**src/hw/rtl/hle_pkg.sv**
```systemverilog
// Shared types, codes and helpers for the heartbeat leader election core.
// No dependencies; imported by every module of the block.
package hle_pkg;

  localparam int MAX_PEERS   = 16;
  localparam int PEER_W      = $clog2(MAX_PEERS);
  localparam int CNT_W       = $clog2(MAX_PEERS + 1);
  localparam int SCORE_W     = 16;
  localparam int HB_W        = 64;
  localparam int QUEUE_DEPTH = 2;
  localparam int CFG_IDX_W   = 3;
  localparam int CFG_DATA_W  = 16;
  localparam int ACT_W       = 2;

  // input action codes
  localparam logic [ACT_W-1:0] ACT_TICK   = 2'd0;
  localparam logic [ACT_W-1:0] ACT_REPORT = 2'd1;
  localparam logic [ACT_W-1:0] ACT_EVAL   = 2'd2;

  // classified operations handed to the back end
  localparam logic [1:0] OP_TICK   = 2'd0;
  localparam logic [1:0] OP_REPORT = 2'd1;
  localparam logic [1:0] OP_EVAL   = 2'd2;
  localparam logic [1:0] OP_NOP    = 2'd3;

  // configuration register indexes
  localparam logic [CFG_IDX_W-1:0] CFG_OWN_INDEX   = 3'd0;
  localparam logic [CFG_IDX_W-1:0] CFG_PEER_COUNT  = 3'd1;
  localparam logic [CFG_IDX_W-1:0] CFG_SCORE_FLOOR = 3'd2;
  localparam logic [CFG_IDX_W-1:0] CFG_SCORE_CEIL  = 3'd3;
  localparam logic [CFG_IDX_W-1:0] CFG_FAIL_THRESH = 3'd4;
  localparam logic [CFG_IDX_W-1:0] CFG_INIT_LEADER = 3'd5;

  typedef struct packed {
    logic [PEER_W-1:0]         own_index;
    logic [4:0]                peer_count;
    logic signed [SCORE_W-1:0] score_floor;
    logic signed [SCORE_W-1:0] score_ceiling;
    logic signed [SCORE_W-1:0] fail_threshold;
  } cfg_t;

  typedef struct packed {
    logic [1:0]        op;
    logic [PEER_W-1:0] peer;
    logic [HB_W-1:0]   heartbeat;
  } item_t;

  typedef struct packed {
    logic full;
    logic empty;
  } qstat_t;

  // peer_count limited to the store size
  function automatic logic [CNT_W-1:0] peers_in_use(input logic [4:0] pc);
    logic [CNT_W-1:0] lim;
    lim = CNT_W'(MAX_PEERS);
    if (pc > 5'(MAX_PEERS)) return lim;
    return CNT_W'(pc);
  endfunction

endpackage

```
**src/hw/rtl/heartbeat_leader_election_core.sv**
```systemverilog
// Top level of the heartbeat failure detector with leader election.
// Holds the configuration registers; instantiates hle_front, hle_queue, hle_back.
//
// Usage: a command is taken when start is high and busy is low; each command
// yields exactly one result, shown for one cycle while done is high, and the
// receiver cannot stall it. Commands enter a two-entry queue, so busy rises only
// while two commands wait behind the one in work. An accepted command is queued
// before the back end takes it, and results are registered. A tick, undefined
// action or dropped report completes from idle; an accepted report does a
// registered read of the score and heartbeat stores, then the update; evaluate
// completes from idle when this node leads, else checks the leader's score and,
// if failed, scans peers one at a time through the single read port of the score
// store. Stores are cleared at reset through per-entry valid bits, with no
// clearing pass. cfg_ready is always high; write configuration while idle.
module heartbeat_leader_election_core (
  input  logic                                clk,
  input  logic                                rst,
  input  logic                                start,
  output logic                                busy,
  input  logic [hle_pkg::ACT_W-1:0]           action,
  input  logic [hle_pkg::PEER_W-1:0]          peer,
  input  logic [hle_pkg::HB_W-1:0]            heartbeat,
  output logic                                done,
  output logic [hle_pkg::PEER_W-1:0]          leader,
  output logic                                leader_changed,
  output logic                                became_leader,
  output logic [hle_pkg::HB_W-1:0]            own_heartbeat,
  output logic signed [hle_pkg::SCORE_W-1:0]  peer_score,
  input  logic                                cfg_valid,
  output logic                                cfg_ready,
  input  logic [hle_pkg::CFG_IDX_W-1:0]       cfg_index,
  input  logic [hle_pkg::CFG_DATA_W-1:0]      cfg_data
);
  import hle_pkg::*;

  cfg_t   cfg;
  qstat_t qstat;
  item_t  push_item;
  item_t  head_item;
  logic   push;
  logic   pop;
  logic   cfg_we;
  logic   ld_leader;

  assign cfg_ready = 1'b1;
  assign cfg_we    = cfg_valid & cfg_ready;
  assign ld_leader = cfg_we && (cfg_index == CFG_INIT_LEADER);

  always_ff @(posedge clk) begin
    if (rst) begin
      cfg.own_index      <= '0;
      cfg.peer_count     <= 5'd16;
      cfg.score_floor    <= -SCORE_W'(8);
      cfg.score_ceiling  <= SCORE_W'(8);
      cfg.fail_threshold <= '0;
    end else if (cfg_we) begin
      unique case (cfg_index)
        CFG_OWN_INDEX:   cfg.own_index      <= cfg_data[PEER_W-1:0];
        CFG_PEER_COUNT:  cfg.peer_count     <= cfg_data[4:0];
        CFG_SCORE_FLOOR: cfg.score_floor    <= cfg_data[SCORE_W-1:0];
        CFG_SCORE_CEIL:  cfg.score_ceiling  <= cfg_data[SCORE_W-1:0];
        CFG_FAIL_THRESH: cfg.fail_threshold <= cfg_data[SCORE_W-1:0];
        default: ;
      endcase
    end
  end

  hle_front u_front (
    .start     (start),
    .action    (action),
    .peer      (peer),
    .heartbeat (heartbeat),
    .cfg       (cfg),
    .qstat     (qstat),
    .busy      (busy),
    .push      (push),
    .item      (push_item)
  );

  hle_queue u_queue (
    .clk     (clk),
    .rst     (rst),
    .push    (push),
    .wr_item (push_item),
    .pop     (pop),
    .rd_item (head_item),
    .qstat   (qstat)
  );

  hle_back u_back (
    .clk            (clk),
    .rst            (rst),
    .cfg            (cfg),
    .ld_leader      (ld_leader),
    .ld_value       (cfg_data[PEER_W-1:0]),
    .qstat          (qstat),
    .item           (head_item),
    .pop            (pop),
    .done           (done),
    .leader         (leader),
    .leader_changed (leader_changed),
    .became_leader  (became_leader),
    .own_heartbeat  (own_heartbeat),
    .peer_score     (peer_score)
  );

`ifndef SYNTH
  a_push_lands: assert property (@(posedge clk) disable iff (rst)
    (start && !busy) |=> !qstat.empty)
    else $error("accepted beat did not reach the queue");

  a_change_moves: assert property (@(posedge clk) disable iff (rst)
    (done && leader_changed) |-> (leader != $past(leader)))
    else $error("leader change flagged but leader unchanged");

  a_became_implies_change: assert property (@(posedge clk) disable iff (rst)
    (done && became_leader) |-> leader_changed)
    else $error("became_leader without leader change");
`endif

endmodule

```
**src/hw/rtl/hle_front.sv**
```systemverilog
// Front end: takes command beats and classifies them into back-end operations.
// Depends on hle_pkg.
module hle_front (
  input  logic                      start,
  input  logic [hle_pkg::ACT_W-1:0] action,
  input  logic [hle_pkg::PEER_W-1:0] peer,
  input  logic [hle_pkg::HB_W-1:0]  heartbeat,
  input  hle_pkg::cfg_t             cfg,
  input  hle_pkg::qstat_t           qstat,
  output logic                      busy,
  output logic                      push,
  output hle_pkg::item_t            item
);
  import hle_pkg::*;

  logic [CNT_W-1:0] n;

  assign n    = peers_in_use(cfg.peer_count);
  assign busy = qstat.full;
  assign push = start & ~qstat.full;

  always_comb begin
    item.peer      = peer;
    item.heartbeat = heartbeat;
    unique case (action)
      ACT_TICK:   item.op = OP_TICK;
      // reports for this node or for peers not in use are dropped here
      ACT_REPORT: item.op = (peer != cfg.own_index && {1'b0, peer} < n) ? OP_REPORT : OP_NOP;
      ACT_EVAL:   item.op = OP_EVAL;
      default:    item.op = OP_NOP;
    endcase
  end

endmodule

```
**src/hw/rtl/hle_queue.sv**
```systemverilog
// Short FIFO of classified operations between front and back end.
// Depends on hle_pkg.
module hle_queue (
  input  logic            clk,
  input  logic            rst,
  input  logic            push,
  input  hle_pkg::item_t  wr_item,
  input  logic            pop,
  output hle_pkg::item_t  rd_item,
  output hle_pkg::qstat_t qstat
);
  import hle_pkg::*;

  localparam int QPTR_W = (QUEUE_DEPTH > 1) ? $clog2(QUEUE_DEPTH) : 1;
  localparam int QCNT_W = $clog2(QUEUE_DEPTH + 1);

  item_t             entries [QUEUE_DEPTH];
  logic [QPTR_W-1:0] wr_ptr;
  logic [QPTR_W-1:0] rd_ptr;
  logic [QCNT_W-1:0] count;

  assign qstat.full  = (count == QCNT_W'(QUEUE_DEPTH));
  assign qstat.empty = (count == '0);
  assign rd_item     = entries[rd_ptr];

  always_ff @(posedge clk) begin
    if (push) entries[wr_ptr] <= wr_item;
  end

  always_ff @(posedge clk) begin
    if (rst) begin
      wr_ptr <= '0;
      rd_ptr <= '0;
      count  <= '0;
    end else begin
      if (push) wr_ptr <= (wr_ptr == QPTR_W'(QUEUE_DEPTH - 1)) ? '0 : wr_ptr + 1'b1;
      if (pop)  rd_ptr <= (rd_ptr == QPTR_W'(QUEUE_DEPTH - 1)) ? '0 : rd_ptr + 1'b1;
      if (push && !pop)      count <= count + 1'b1;
      else if (pop && !push) count <= count - 1'b1;
    end
  end

endmodule

```
**src/hw/rtl/hle_back.sv**
```systemverilog
// Back end: score store, heartbeat store, own counter and leader sequencer.
// Depends on hle_pkg; fed by hle_queue.
module hle_back (
  input  logic                              clk,
  input  logic                              rst,
  input  hle_pkg::cfg_t                     cfg,
  input  logic                              ld_leader,
  input  logic [hle_pkg::PEER_W-1:0]        ld_value,
  input  hle_pkg::qstat_t                   qstat,
  input  hle_pkg::item_t                    item,
  output logic                              pop,
  output logic                              done,
  output logic [hle_pkg::PEER_W-1:0]        leader,
  output logic                              leader_changed,
  output logic                              became_leader,
  output logic [hle_pkg::HB_W-1:0]          own_heartbeat,
  output logic signed [hle_pkg::SCORE_W-1:0] peer_score
);
  import hle_pkg::*;

  localparam logic [2:0] S_IDLE     = 3'd0;
  localparam logic [2:0] S_RD_RPT   = 3'd1;
  localparam logic [2:0] S_RPT      = 3'd2;
  localparam logic [2:0] S_RD_LDR   = 3'd3;
  localparam logic [2:0] S_LCHK     = 3'd4;
  localparam logic [2:0] S_SCAN_RD  = 3'd5;
  localparam logic [2:0] S_SCAN_CMP = 3'd6;

  logic [2:0]                state;
  logic [PEER_W-1:0]         addr;
  logic [HB_W-1:0]           w_hb;
  logic [HB_W-1:0]           own_counter;
  logic [PEER_W-1:0]         cur_leader;
  logic signed [SCORE_W-1:0] score_out;

  logic signed [SCORE_W-1:0] score_mem [MAX_PEERS];
  logic [HB_W-1:0]           hb_mem    [MAX_PEERS];
  logic [MAX_PEERS-1:0]      valid;
  logic signed [SCORE_W-1:0] rd_score;
  logic [HB_W-1:0]           rd_hb;
  logic                      rd_vld;

  logic signed [SCORE_W-1:0] eff_score;
  logic [HB_W-1:0]           eff_hb;
  logic signed [SCORE_W:0]   sum;
  logic signed [SCORE_W:0]   lo_clamp;
  logic signed [SCORE_W:0]   hi_clamp;
  logic signed [SCORE_W-1:0] new_score;
  logic                      failed;
  logic [CNT_W-1:0]          n;
  logic [CNT_W-1:0]          limit;
  logic [CNT_W-1:0]          next_addr;
  logic [PEER_W-1:0]         pick;

  assign leader        = cur_leader;
  assign own_heartbeat = own_counter;
  assign peer_score    = score_out;
  assign pop           = (state == S_IDLE) && !qstat.empty;

  // entries never written read as zero
  assign eff_score = rd_vld ? rd_score : '0;
  assign eff_hb    = rd_vld ? rd_hb : '0;
  assign failed    = eff_score < cfg.fail_threshold;

  // floor clamp first, ceiling second: ceiling wins when they cross
  always_comb begin
    sum       = {eff_score[SCORE_W-1], eff_score} +
                ((eff_hb != w_hb) ? (SCORE_W+1)'(1) : -(SCORE_W+1)'(1));
    lo_clamp  = (sum < $signed({cfg.score_floor[SCORE_W-1], cfg.score_floor})) ?
                {cfg.score_floor[SCORE_W-1], cfg.score_floor} : sum;
    hi_clamp  = (lo_clamp > $signed({cfg.score_ceiling[SCORE_W-1], cfg.score_ceiling})) ?
                {cfg.score_ceiling[SCORE_W-1], cfg.score_ceiling} : lo_clamp;
    new_score = hi_clamp[SCORE_W-1:0];
  end

  // scan covers peers below both the count in use and own index
  assign n         = peers_in_use(cfg.peer_count);
  assign limit     = ({1'b0, cfg.own_index} < n) ? {1'b0, cfg.own_index} : n;
  assign next_addr = {1'b0, addr} + CNT_W'(1);
  assign pick      = (state == S_SCAN_CMP && !failed) ? addr : cfg.own_index;

  always_ff @(posedge clk) begin
    if (state == S_RPT) begin
      score_mem[addr] <= new_score;
      hb_mem[addr]    <= w_hb;
    end
    rd_score <= score_mem[addr];
    rd_hb    <= hb_mem[addr];
    rd_vld   <= valid[addr];
  end

  always_ff @(posedge clk) begin
    if (rst) begin
      valid <= '0;
    end else if (state == S_RPT) begin
      valid[addr] <= 1'b1;
    end
  end

  always_ff @(posedge clk) begin
    if (rst) begin
      state          <= S_IDLE;
      own_counter    <= '0;
      cur_leader     <= '0;
      done           <= 1'b0;
      leader_changed <= 1'b0;
      became_leader  <= 1'b0;
      score_out      <= '0;
      addr           <= '0;
      w_hb           <= '0;
    end else begin
      done <= 1'b0;
      if (ld_leader) cur_leader <= ld_value;
      unique case (state)
        S_IDLE: begin
          if (!qstat.empty) begin
            addr <= item.peer;
            w_hb <= item.heartbeat;
            unique case (item.op)
              OP_REPORT: state <= S_RD_RPT;
              OP_EVAL: begin
                if (cur_leader == cfg.own_index) begin
                  done           <= 1'b1;
                  leader_changed <= 1'b0;
                  became_leader  <= 1'b0;
                  score_out      <= '0;
                end else begin
                  addr  <= cur_leader;
                  state <= S_RD_LDR;
                end
              end
              default: begin
                if (item.op == OP_TICK) own_counter <= own_counter + 1'b1;
                done           <= 1'b1;
                leader_changed <= 1'b0;
                became_leader  <= 1'b0;
                score_out      <= '0;
              end
            endcase
          end
        end
        S_RD_RPT: state <= S_RPT;
        S_RPT: begin
          done           <= 1'b1;
          leader_changed <= 1'b0;
          became_leader  <= 1'b0;
          score_out      <= new_score;
          state          <= S_IDLE;
        end
        S_RD_LDR: state <= S_LCHK;
        S_LCHK, S_SCAN_CMP: begin
          if (state == S_LCHK && !failed) begin
            done           <= 1'b1;
            leader_changed <= 1'b0;
            became_leader  <= 1'b0;
            score_out      <= '0;
            state          <= S_IDLE;
          end else if (state == S_LCHK && limit != '0) begin
            addr  <= '0;
            state <= S_SCAN_RD;
          end else if (state == S_SCAN_CMP && failed && next_addr < limit) begin
            addr  <= next_addr[PEER_W-1:0];
            state <= S_SCAN_RD;
          end else begin
            // leader resolved: first peer that meets threshold, else this node
            done      <= 1'b1;
            score_out <= '0;
            state     <= S_IDLE;
            if (pick != cur_leader) begin
              cur_leader     <= pick;
              leader_changed <= 1'b1;
              became_leader  <= (pick == cfg.own_index);
            end else begin
              leader_changed <= 1'b0;
              became_leader  <= 1'b0;
            end
          end
        end
        S_SCAN_RD: state <= S_SCAN_CMP;
        default: state <= S_IDLE;
      endcase
    end
  end

endmodule

```
**config.mk**
```make
export PLATFORM = sky130hd
export DESIGN_NAME = heartbeat_leader_election_core
export DESIGN_NICKNAME = d
export VERILOG_FILES = /design/src/hw/rtl/hle_pkg.sv /design/src/hw/rtl/heartbeat_leader_election_core.sv /design/src/hw/rtl/hle_front.sv /design/src/hw/rtl/hle_queue.sv /design/src/hw/rtl/hle_back.sv
export SDC_FILE = /design/constraint.sdc
export NUM_CORES = 2
export LEC_CHECK = 0
export BUFFER_PORTS_ARGS = -buffer_cell sky130_fd_sc_hd__buf_2
export CAP_MARGIN = 10
export CORE_ASPECT_RATIO = 0.8
export CORE_MARGIN = 1
export CORE_UTILIZATION = 30
export DETAILED_ROUTE_END_ITERATION = 7
export PLACE_DENSITY_LB_ADDON = 0.12
export REMOVE_ABC_BUFFERS = 1
export SKIP_CTS_REPAIR_TIMING = 1
export SLEW_MARGIN = 40
export SYNTH_ARGS = -nofsm -noshare
export SYNTH_HDL_FRONTEND = slang
export SYNTH_SLANG_ARGS = --single-unit
export TNS_END_PERCENT = 100
```
**constraint.sdc**
```tcl
create_clock -name clk -period 8.8 [get_ports clk]
set_input_delay 0.88 -clock clk [delete_from_list [all_inputs] [get_ports clk]]
set_output_delay 0.88 -clock clk [all_outputs]
set_load 0.02 [all_outputs]
```
# Yosys cells after proc, flatten, opt, wreduce, memory -nomap -nowiden

Memory sizes are Yosys's and may differ from the RTL's. A register that Yosys moved wholly into a read port is not among the register bits.
Index checks and enable logic that the tools add are counted.

ROM bits: 0
Memories: 3
Register bits after elaboration: 236
Bits in latches: 0
Bits of input ports: 93
Output and inout bits: 89
Bits in writable memories: 1420

Memory list:

| name             | depth | bits a word | rd ports | clocked after memory_dff | write ports | line            | source |
|---|---|---|---|---|---|---|---|
| u_back.hb_mem    | 16    | 64          | 1        | 1                        | 1           | hle_back.sv:37  | `logic [HB_W-1:0] hb_mem [MAX_PEERS];` |
| u_back.score_mem | 16    | 16          | 1        | 1                        | 1           | hle_back.sv:36  | `logic signed [SCORE_W-1:0] score_mem [MAX_PEERS];` |
| u_queue.entries  | 2     | 70          | 1        | 1                        | 1           | hle_queue.sv:17 | `item_t entries [QUEUE_DEPTH];` |

Muxes and demuxes: 73
Bitwise operators: 5
Equal/unequal tests: 30
Reductions and logical operators: 36
Shift-type cells: 0
$mul: 0
Order comparisons: 9
Add/subtract/negate cells: 7
Divide/modulo/power cells: 0

Operators with widths:

| cell                    | number |
|---|---|
| $mux W16                | 7 |
| $add A64 B1 Y64 const B | 1 |
| $mux W64                | 1 |
| $ne A64 B64 Y1          | 1 |
| $mux W4                 | 13 |
| $pmux W16 S3            | 1 |
| $mux W17                | 2 |
| $pmux W16 S2            | 1 |
| $mux W1                 | 26 |
| $add A17 B17 Y17        | 1 |
| $gt A17 B16 Y1          | 1 |
| $lt A17 B16 Y1          | 1 |
| $lt A16 B16 Y1          | 1 |
| $or A16 B16 Y16         | 1 |
| $eq A3 B3 Y1 const B    | 5 |
| $mux W3                 | 5 |
| $mux W5                 | 3 |
| $pmux W3 S5             | 1 |
| $eq A3 B2 Y1 const B    | 4 |
| $reduce_and A2 Y1       | 6 |
| $logic_and A1 B1 Y1     | 11 |
| $lt A4 B5 Y1            | 2 |
| $ne A3 B3 Y1 const B    | 3 |
| $pmux W1 S3             | 3 |
| 35 further kinds        | 59 |

# Longest topological paths before layout

Depth in word-level cells: 11
Gate-level depth with buffers: 37
Depth with buffers taken out: 33

# Modules after synthesis

From an unflattened synthesis, not the netlist that was laid out.

Cell total of the unflattened synthesis: 3891
Area total of the unflattened synthesis: 69161.3 um^2

Modules (own cells, without submodules):

| module                         | cells an instance | area each (um^2) | instances |
|---|---|---|---|
| hle_back                       | 3335              | 60860.9          | 1 |
| hle_queue                      | 240               | 5283.8           | 1 |
| heartbeat_leader_election_core | 226               | 2349.8           | 1 |
| hle_front                      | 90                | 666.9            | 1 |

# Least setup slack after synthesis

No wires, ideal clock.

Path kind: register to register
Start: register u_back.rd_vld
End: memory u_back.score_mem[0][14], data pin
Path buffers: 6
Stages on the path, launching flop included: 36
Slack: -0.271 ns
Arrival: 8.735 ns
Clock period less this slack: 9.071 ns
Path through: dfxtp_1 clkbuf_1 clkbuf_1 buf_1 a22oi_1 nor4_1 nand2_1 nor3_1 ha_1 a21o_1 a21oi_2 o21bai_2 a2111oi_4 nor4_1 or3b_1 ha_1 a21o_1 a21o_1 a21oi_1 o2111ai_1 o21ai_0 o31ai_1 clkbuf_1 mux2_2 ha_1 nor2b_1 o21a_1 o21ai_0 nand2b_1 a21oi_1 o21ai_0 a31o_2 clkbuf_1 buf_1 a211o_1 a21boi_0

Longest elaborated chain between the ends: 8
Elaborated cells between the ends (all ways): 9
Classes of those cells: add/sub: 1; order compare: 2; eq/ne: 1; mux: 5

Ends and longest elaborated chain:

| element                  | line           | source |
|---|---|---|
| start: declaration       | hle_back.sv:41 | `logic rd_vld;` |
| start signal: assignment | hle_back.sv:89 | `rd_vld <= valid[addr];` |
| $mux W64                 | hle_back.sv:62 | `assign eff_hb = rd_vld ? rd_hb : '0;` |
| $ne A64 B64 Y1           | hle_back.sv:68 | `((eff_hb != w_hb) ? (SCORE_W+1)'(1) : -(SCORE_W+1)'(1));` |
| $mux W17                 | hle_back.sv:68 |  |
| $add A17 B17 Y17 (*)     | hle_back.sv:67 | `sum = {eff_score[SCORE_W-1], eff_score} +` |
| $lt A17 B16 Y1           | hle_back.sv:69 | `lo_clamp = (sum < $signed({cfg.score_floor[SCORE_W-1], cfg.score_floor})) ?` |
| $mux W17 (*)             | hle_back.sv:69 |  |
| $gt A17 B16 Y1           | hle_back.sv:71 | `hi_clamp = (lo_clamp > $signed({cfg.score_ceiling[SCORE_W-1], cfg.score_ceiling})) ?` |
| $mux W16 (*)             | hle_back.sv:71 |  |
| net u_back.hi_clamp[14]  | hle_back.sv:47 | `logic signed [SCORE_W:0] hi_clamp;` |
| end: declaration         | hle_back.sv:36 |  |

The timed path passes the listed nets; every way through them passes the cells marked *.

# Worst setup path in the final report

Start: register u_back.rd_vld
End: memory u_back.score_mem[4][12], data pin

The elaborated chain is that of the path after synthesis.

==> out/qor.yml <==
outcome: "complete, no violations"
hold_class: "in2reg"
p_total_w: 0.0247
max_stage_delay_ns: 0.52
synthAdderAreaFrac_pct: 1.54
dominantRegCellSynth: "edfxtp_1"
area_growth_pct: 17.8
ys_warn_count: 0
synth-simple-area-share_pct: 4.47
rsz0062_at_grt: "false"
numPortBuffers: 180
num_vias: 35402
synth_async_sr_flop_share_pct: 0
die_h_microns: 428
core_sq_um: 224000
gr-total-overflow: 0
drt_pass1_iterations: 5
synth.distinct_cells: 76
avgSynthCellArea_sq_um: 18.1
worst_path_max_delay_cell: "dfxtp_4"
fin_tns_setup_ns: 0
met2_length_microns: 83900
cp-end-kind: "flip-flop"
ioPinCount: 182
synthTopCellsByArea: "edfxtp_1 (63%), mux4_2 (13%), dfxtp_1 (9.3%)"
synthMuxAreaShare_pct: 15.2
worst_setup_path_start_kind: "flip-flop"
highest_layer: "met4"
ys_ff_latch: 1737
viasPerCell: 4.87
ant_nets: 0
crit_arrival_ns: 8.63
grt_max_degree: 129
root_buffer: "clkbuf_16"
required_ns: 9.30
crit_path_max_fanout: 16
netlist_area_sq_um: 67900
peakVddDrop_v: 0.000183
grt_usage_pct: 16.1
holdPathStages: 1
worstSetupPathType: "reg2reg"
clk_pin_slew_ns: 0.06
cts_tree: "done"
grt_pass1_wl_microns: 266000
synth_compound_area_share_pct: 3.87
synth_top_family_by_area: "multiplexers"
initial_core_util_pct: 30.3
max_slew_margin_pct: 42.4
p_clk_share_pct: 31.6
routed_wl_microns: 185000
cts_buffer_depth: 4
power_density_nw_per_um2: 308
htreeDepth: 4
place.gp.congestion: 0.769
wl_per_cell_microns: 25.4
rows: 155
period_share_pct: 92.4
nNetsFinal: 4308
worstMarginPinSlew_ns: 0.864
drc: 0
switching_share_pct: 29.3
hold_slack_ns: 0.242
place_inst: 6919
die_area_sq_um: 228000
synth_top_area_share_pct: 62.8
drive_above_1_share_pct: 26.6
ys_top_cells_by_count: "edfxtp_1 (1420), mux4_2 (405), dfxtp_1 (317)"
fmax_mhz: 123
final_hold_viol_count: 0
detail_route.iter0.violations: 2592
seq_area_frac_synth_pct: 72.1
cts_sinks: 1737
wl_met3_microns: 7450
design_area_sq_um: 80100
synth_edf_count: 1420
die_x_microns: 534
yosysTopAreaCell: "edfxtp_1"
stdcell_count: 7264
insertion_delay_ns: 0.83
pwr-share-seq_pct: 44.2
cts_buffers: 190
reg2reg_depth: 34
synth_xor_area_share_pct: 1.35
p_leak_nw: 26.3
combPwrFrac_pct: 24.1
finalCriticalPeriod_ns: 8.13
dp_hpwl_microns: 102000
p_switching_w: 0.00722
fin_worst_skew_ns: 0.0437
wl_met1_microns: 89400
setup_viol: 0
cap_violations: 0
cell_internal_pwr_w: 0.0174
antenna_found_initial: 5
placed_area_sq_um: 73900
first_global_vias: 36449
finalMaxSlewViolations: 0
yosysMostFrequentCell: "edfxtp_1"
synthCells: 3744
power groups by stage:
stage,Sequential [W],Clock [W],Combinational (W)
2_1_floorplan,0.0116,0,0.00428
3_3_place_gp,0.0111,0,0.00605
3_5_place_dp,0.0111,0,0.00607
4_1_cts,0.0109,0.00804,0.00609
5_1_grt,0.0110,0.00835,0.00650
6_report,0.0109,0.00780,0.00595
critical path: cells and delay by family (launching register included):
family / cells / cell delay, ns
adder cells (fa/ha/maj): 3 / 0.88
XOR/XNOR: 1 / 0.18
buffers and inverters: 4 / 0.85
AO/OA/AOI/OAI: 18 / 3.39
AND/OR/NAND/NOR: 7 / 1.59
multiplexers: 1 / 0.37
flip-flops: 1 / 0.52
sequential cells by signal (all words and copies together) (netlist names), 4 cells and up, named ones only:
register and cells:
u_back.hb_mem 1024, u_back.rd_score 16, u_back.own_heartbeat 64, cfg 57
u_back.valid 16, u_back.leader 4, u_queue.entries 140, u_back.peer_score 16
u_back.rd_hb 64, u_back.addr 4, u_back.w_hb 64, u_back.score_mem 256
path summary, 6_finish.rpt:
path,startpoint,endpoint,slack (ns)
max reg2reg,u_back.rd_vld,u_back.score_mem[4][12],0.67
max,u_back.rd_vld,u_back.score_mem[4][12],0.67
min reg2reg,cfg[4],cfg[4],0.46
min,heartbeat[20],u_queue.entries[1][20],0.24
cell usage in the layout (no fill, tap or decap), drive strengths merged, types with 82 or more instances in the layout:
master | Yosys | final
edfxtp | 1420 | 1420
ha | 82 | 82
dfxtp | 317 | 317
clkbuf | 128 | 275
inv | 82 | 85
buf | 54 | 377
o21ai | 88 | 88
mux4 | 405 | 405
nor2 | 252 | 252
nand2 | 143 | 143
mux2i | 87 | 87
routing by layer:
layer  vias to the layer above  track usage [%]
li1                      15709                -
met1                     18756             23.6
met2                       705             25.0
met3                       232             2.36
met4                         0             3.72
met5                         -                0
metrics by stage:
stage                     worst slack [ns]  utilization (%)
after floorplan                     -11.52                -
after global placement               0.176             32.9
after detailed placement             0.242             33.0
after CTS                            0.170             35.7
after global routing                0.0927             35.7
final                                0.670             35.7
layout make-up:
class,instances,area [sq um]
Antenna cell,1,2.50
Clock buffer,275,5400
Clock inverter,65,612
Fill cell,21034,144000
Inverter,82,308
Multi-Input combinational cell,1744,18100
Sequential cell,1737,49000
Tap cell,2983,3730
Timing Repair Buffer,377,2850
kinds of logic (layout without fill, tap and decap cells):
family,Yosys count,count (layout)
DFF,1737,1737
buffers and inverters,264,799
xor gates and xnor gates,105,105
other,1,3
muxes,521,521
AOI/OAI and AO/OA,389,389
and+or+nand+nor,644,644
adders and majority gates,83,83
No activity file was read; power rests on OpenSTA's default activity.
